File: src/hdl/aeau_pkg.sv
// Package for the array element address unit: field widths, table sizes,
// request codes and the command and status structs shared by the controller and datapath.
// Depends on nothing.
package aeau_pkg;

  localparam int NUM_ARRAYS = 16;
  localparam int MAX_DIMS   = 10;

  localparam int REQ_W   = 2;
  localparam int ID_W    = 4;
  localparam int ADDR_W  = 32;
  localparam int SIZE_W  = 16;
  localparam int DIMS_W  = 4;
  localparam int BOUND_W = 16;
  localparam int EXT_W   = 17;

  localparam int AID_W     = (NUM_ARRAYS > 1) ? $clog2(NUM_ARRAYS) : 1;
  localparam int TBL_DEPTH = NUM_ARRAYS * MAX_DIMS;
  localparam int TA_W      = (TBL_DEPTH > 1) ? $clog2(TBL_DEPTH) : 1;
  localparam int POS_W     = $clog2(MAX_DIMS + 1);
  localparam int ENTRY_W   = BOUND_W + EXT_W;

  localparam int ACC_W = 42;
  localparam int SPLIT = 21;
  localparam int SUM_W = 61;

  localparam longint OFFSET_LIMIT = 64'sd1 <<< 40;
  localparam longint ADDR_MAX     = 64'sh0000_0000_FFFF_FFFF;

  localparam logic [REQ_W-1:0] REQ_HEADER = 2'd0;
  localparam logic [REQ_W-1:0] REQ_BOUND  = 2'd1;
  localparam logic [REQ_W-1:0] REQ_QUERY  = 2'd2;

  typedef struct packed {
    logic take;
    logic mul_ext;
    logic mul_size;
    logic fold_add;
    logic load_out;
  } cmd_t;

  typedef struct packed {
    logic in_valid;
    logic in_query;
    logic fold;
    logic last;
    logic out_free;
  } status_t;

endpackage

File: src/hdl/aeau_ctrl.sv
// Controller state machine: sequences table lookup, multiply, accumulate and result load.
// Depends on aeau_pkg.
module aeau_ctrl import aeau_pkg::*; (
  input  logic    clk,
  input  logic    rst_n,
  input  status_t status,
  output cmd_t    cmd
);

  typedef enum logic [4:0] {
    S_IDLE = 5'b00001,
    S_LOOK = 5'b00010,
    S_FADD = 5'b00100,
    S_AMUL = 5'b01000,
    S_FIN  = 5'b10000
  } state_t;

  state_t state_r, state_nxt;

  always_comb begin
    cmd       = '0;
    state_nxt = state_r;
    unique case (state_r)
      S_IDLE: begin
        cmd.take = 1'b1;
        if (status.in_valid && status.in_query) begin
          state_nxt = S_LOOK;
        end
      end
      S_LOOK: begin
        if (status.fold) begin
          cmd.mul_ext = 1'b1;
          state_nxt   = S_FADD;
        end else if (status.last) begin
          cmd.mul_size = 1'b1;
          state_nxt    = S_FIN;
        end else begin
          state_nxt = S_IDLE;
        end
      end
      S_FADD: begin
        cmd.fold_add = 1'b1;
        state_nxt    = status.last ? S_AMUL : S_IDLE;
      end
      S_AMUL: begin
        cmd.mul_size = 1'b1;
        state_nxt    = S_FIN;
      end
      S_FIN: begin
        if (status.out_free) begin
          cmd.load_out = 1'b1;
          state_nxt    = S_IDLE;
        end
      end
      default: begin
        state_nxt = S_IDLE;
      end
    endcase
  end

  always_ff @(posedge clk) begin
    if (!rst_n) begin
      state_r <= S_IDLE;
    end else begin
      state_r <= state_nxt;
    end
  end

  a_query_looks_up: assert property (@(posedge clk) disable iff (!rst_n)
    (state_r == S_IDLE && status.in_valid && status.in_query) |=> (state_r == S_LOOK))
    else $error("Accepted query item did not start a table lookup.");

  a_load_needs_room: assert property (@(posedge clk) disable iff (!rst_n)
    cmd.load_out |-> status.out_free)
    else $error("Result loaded while the output register was still full.");

  a_take_only_idle: assert property (@(posedge clk) disable iff (!rst_n)
    (cmd.mul_ext || cmd.mul_size || cmd.fold_add) |-> !cmd.take)
    else $error("New item taken while a query item was still at work.");

endmodule

File: config.mk
export PLATFORM = sky130hd
export DESIGN_NAME = aeau_ctrl
export DESIGN_NICKNAME = d
export VERILOG_FILES = /design/src/hdl/aeau_pkg.sv /design/src/hdl/aeau_ctrl.sv
export SDC_FILE = /design/constraint.sdc
export NUM_CORES = 1
export LEC_CHECK = 0
export ABC_AREA = 1
export BUFFER_PORTS_ARGS = -buffer_cell sky130_fd_sc_hd__buf_4
export CAP_MARGIN = 25
export CELL_PAD_IN_SITES_DETAIL_PLACEMENT = 0
export CELL_PAD_IN_SITES_GLOBAL_PLACEMENT = 1
export CORE_AREA = 3 3 40 42
export DETAILED_ROUTE_END_ITERATION = 16
export DIE_AREA = 0 0 43 45
export PLACE_DENSITY_LB_ADDON = 0.1
export SYNTH_ARGS = -nofsm -noshare
export SYNTH_HDL_FRONTEND = slang
export SYNTH_SLANG_ARGS = --single-unit
File: constraint.sdc
create_clock -name clk -period 1.35 [get_ports clk]
set_clock_uncertainty 0.05 [all_clocks]
set_input_delay 0.27 -clock clk [delete_from_list [all_inputs] [get_ports clk]]
set_output_delay 0.27 -clock clk [all_outputs]
set_load 0.01 [all_outputs]
==> metrics.txt <==
clk root buf=clkbuf_4; largest net degree at the start of global routing=6; Syn-to-layout area delta=55.07%; Gate Count Post-Synth=60; layout cells sized above 1=0.5190; Die H=45 um; clk sinks=5; Starting Density=0.2882; via-per-instance ratio=4.287; fill count=142; unrepaired setup endpoints after global routing=true; sequential area share after synthesis=0.2703; period utilization=1.074; Top reg by flops=state_r; iteration count of the initial detailed-routing pass=4; DRT iter0 DRCs=7; Leakage=0.3206 nW; CP Buf/Inv Count=2; initial antenna violation count=0; worst path required time=1.03 ns; I/O pin total=12; minimum setup slack in the final design=-0.1004 ns; Die Wd=43 um; first-pass GRT wire length=1504 um; H-tree Lvls=1; final setup vio count=5; post-synthesis mux area share=0; Rows=13; worst stage delay on the critical path=0.36 ns; CTS tree=built; Achievable Freq=0.6895 GHz; Worst path slowest cell=dfxtp_4; Peak VDD IR=0.4149 mV; Synth Area in Adders=0; Pwr Total=0.0006065 W; Simple-Gate Fraction of Synth Area=0.5101; via count=403; Mapped Area=370.4 sq um; cell with the most instances after synthesis=nand2_1; WL/cell=9.319 um; Synth Register Bits=5; crit-path max FO=3; Slew @ Worst Pin=0.1865 ns; Pwr Density=1056 nW/um^2; global-route congestion overflow total=0; die area=1935 sq um; CP delay by family, top=simple AND/OR/NAND/NOR gates; Max-slew headroom=0.8746; area fraction of the dominant cell type after synthesis=0.2703; yosys warns=0; most used cell, CP=nor2_4; Worst Setup Start Kind=flop; Final Hold Viols=0; Final #Nets=87; compound-cell area share of the yosys netlist=0.02703; Hold WS=0.1954 ns; Total Wirelength=876 um; Setup CP Type=reg2out; CTS max path bufs=2; Total Routing Usage GR=0.1090; crit path time final=1.450 ns; post-synth cell types=17; Hold WC Path Type=in2reg; # port buffers=11; Post-synth top cells=14 x nand2_1, 12 x inv_1, 5 x dfxtp_1, 5 x inv_2, 5 x nand4_1; CP endpoint kind=primary output; fraction of registers with async set/reset=0; global placement routability congestion=0.6810; Clk Latency, worst-skew pair=0.24 ns; Routed Antenna Nets=0; Max-Cap Viols=0; Post-DP HPWL=705.2 um; n_diodes=0; Hold Buf Count CTS=0; Core ar.=1285 sq um; Synth Area in XOR/XNOR=0; critical path data arrival time=1.13 ns; top_reg_cell synth=dfxtp_1; syn_area_per_cell=6.173 sq um; total nets after synthesis=67; Largest register FFs=5; worst path cell trace=nor2_4 > inv_2 > nor2_4 > nand2_2 > nand2_1 > buf_4; status=finished with violations; number of global-route vias before repair=363; main combinational cell family by area after synthesis=simple AND/OR/NAND/NOR gates; Synth area leader=dfxtp_1; Post-synth EDFFs=0; Clk pin slew, worst setup/hold paths=0.04 ns; failing checks=negative setup slack; top cells by area, synth=dfxtp_1 27%, nand2_1 14%, inv_1 12%, nand4_1 8.4%, nor2_2 6.8%; Top Registers=state_r (5); # DRC=0; Num CTS Buffers=3; Slew Limit Fails=0
-- power by group --
| part | total, W | leakage [nW] | switching [W] | internal, W |
|---|---|---|---|---|
| Clock | 0.000174 | 0.0150 | 0.0000624 | 0.000112 |
| Sequential | 0.000193 | 0.0430 | 0.0000248 | 0.000169 |
| Combinational | 0.000239 | 0.263 | 0.000126 | 0.000112 |
-- timing repair --
| item | in CTS | in global routing |
|---|---|---|
| gates resized for setup | 12 | 3 |
| endpoints found under the setup margin | 5 | 5 |
| pin swaps | 1 | 0 |
| endpoints found under the hold margin | 0 | 0 |
| setup buffers | 3 | 1 |
-- worst paths after layout --
kind | start | endpoint | slack [ns] | depth (start not counted)
worst min-delay path | rst_n | state_r[4] | 0.20 | 3
worst max register to register | state_r[3] | state_r[0] | 0.20 | 7
worst max-delay path | state_r[0] | cmd[2] | -0.10 | 6
worst min register to register | state_r[4] | state_r[3] | 0.51 | 3
-- cells in the final DEF, fill, tap and decap left out --
cell type,netlist,layout
o21ai_1,1,1
buf_6,0,1
nor4_2,0,1
inv_1,12,12
nand2_1,14,12
dfxtp_2,0,3
nor3_2,1,1
clkbuf_4,0,3
nand3_2,1,1
nor2_4,2,5
clkbuf_1,0,1
nor3_1,1,1
nor2_2,4,1
nand3_1,1,1
nand2_2,1,2
inv_2,5,5
nand2_4,0,1
dfxtp_4,0,2
o21ai_0,1,1
buf_4,1,15
nand4_1,5,5
nor2_1,4,4
-- cell type report --
cell class                 instances  area (sq um)  share of cell area
multi-input combinational         37         230.2              0.4009
timing repair buffer              16         123.9              0.2157
sequential                         5         111.4              0.1939
inverter                          17         63.81              0.1111
clock buffer                       4         26.28             0.04575
tap                               15         18.77             0.03268
-- tightest hold or removal path, delay by kind of cell --
kind	cells	cell delay, ns
buffers and inverters	2	0.14
and+or+nand+nor	1	0.05
-- cells by family (layout without fill, tap and decap cells) --
kind of cell    Yosys count  count (layout)
flops                     5               5
simple gates             35              35
buf+inv                  18              37
compound gates            2               2
-- routing by layer --
layer  routed length [um]  GRT usage  vias to the layer above
met5                    0          0                        -
met1                  414     0.1394                      168
met2                  382     0.1467                       11
li1                     -          -                      222
met3                   70    0.03586                        2
met4                    9    0.09036                        0
-- metrics by stage --
stage / utilization / instances / TNS [ns] / area [sq um] / worst slack, ns
after floorplan: - / 60 / 0 / 370.4 / 0.07299
after global placement: 0.3671 / 86 / 0 / 471.7 / 0.07968
after detailed placement: 0.3671 / 86 / 0 / 471.7 / 0.07825
after CTS: 0.4304 / 93 / -0.4546 / 553.0 / -0.1234
after global routing: 0.4469 / 94 / -0.7599 / 574.3 / -0.2062
final: 0.4469 / 94 / -0.3340 / 574.3 / -0.1004
No activity file was read; power rests on OpenSTA's default activity.
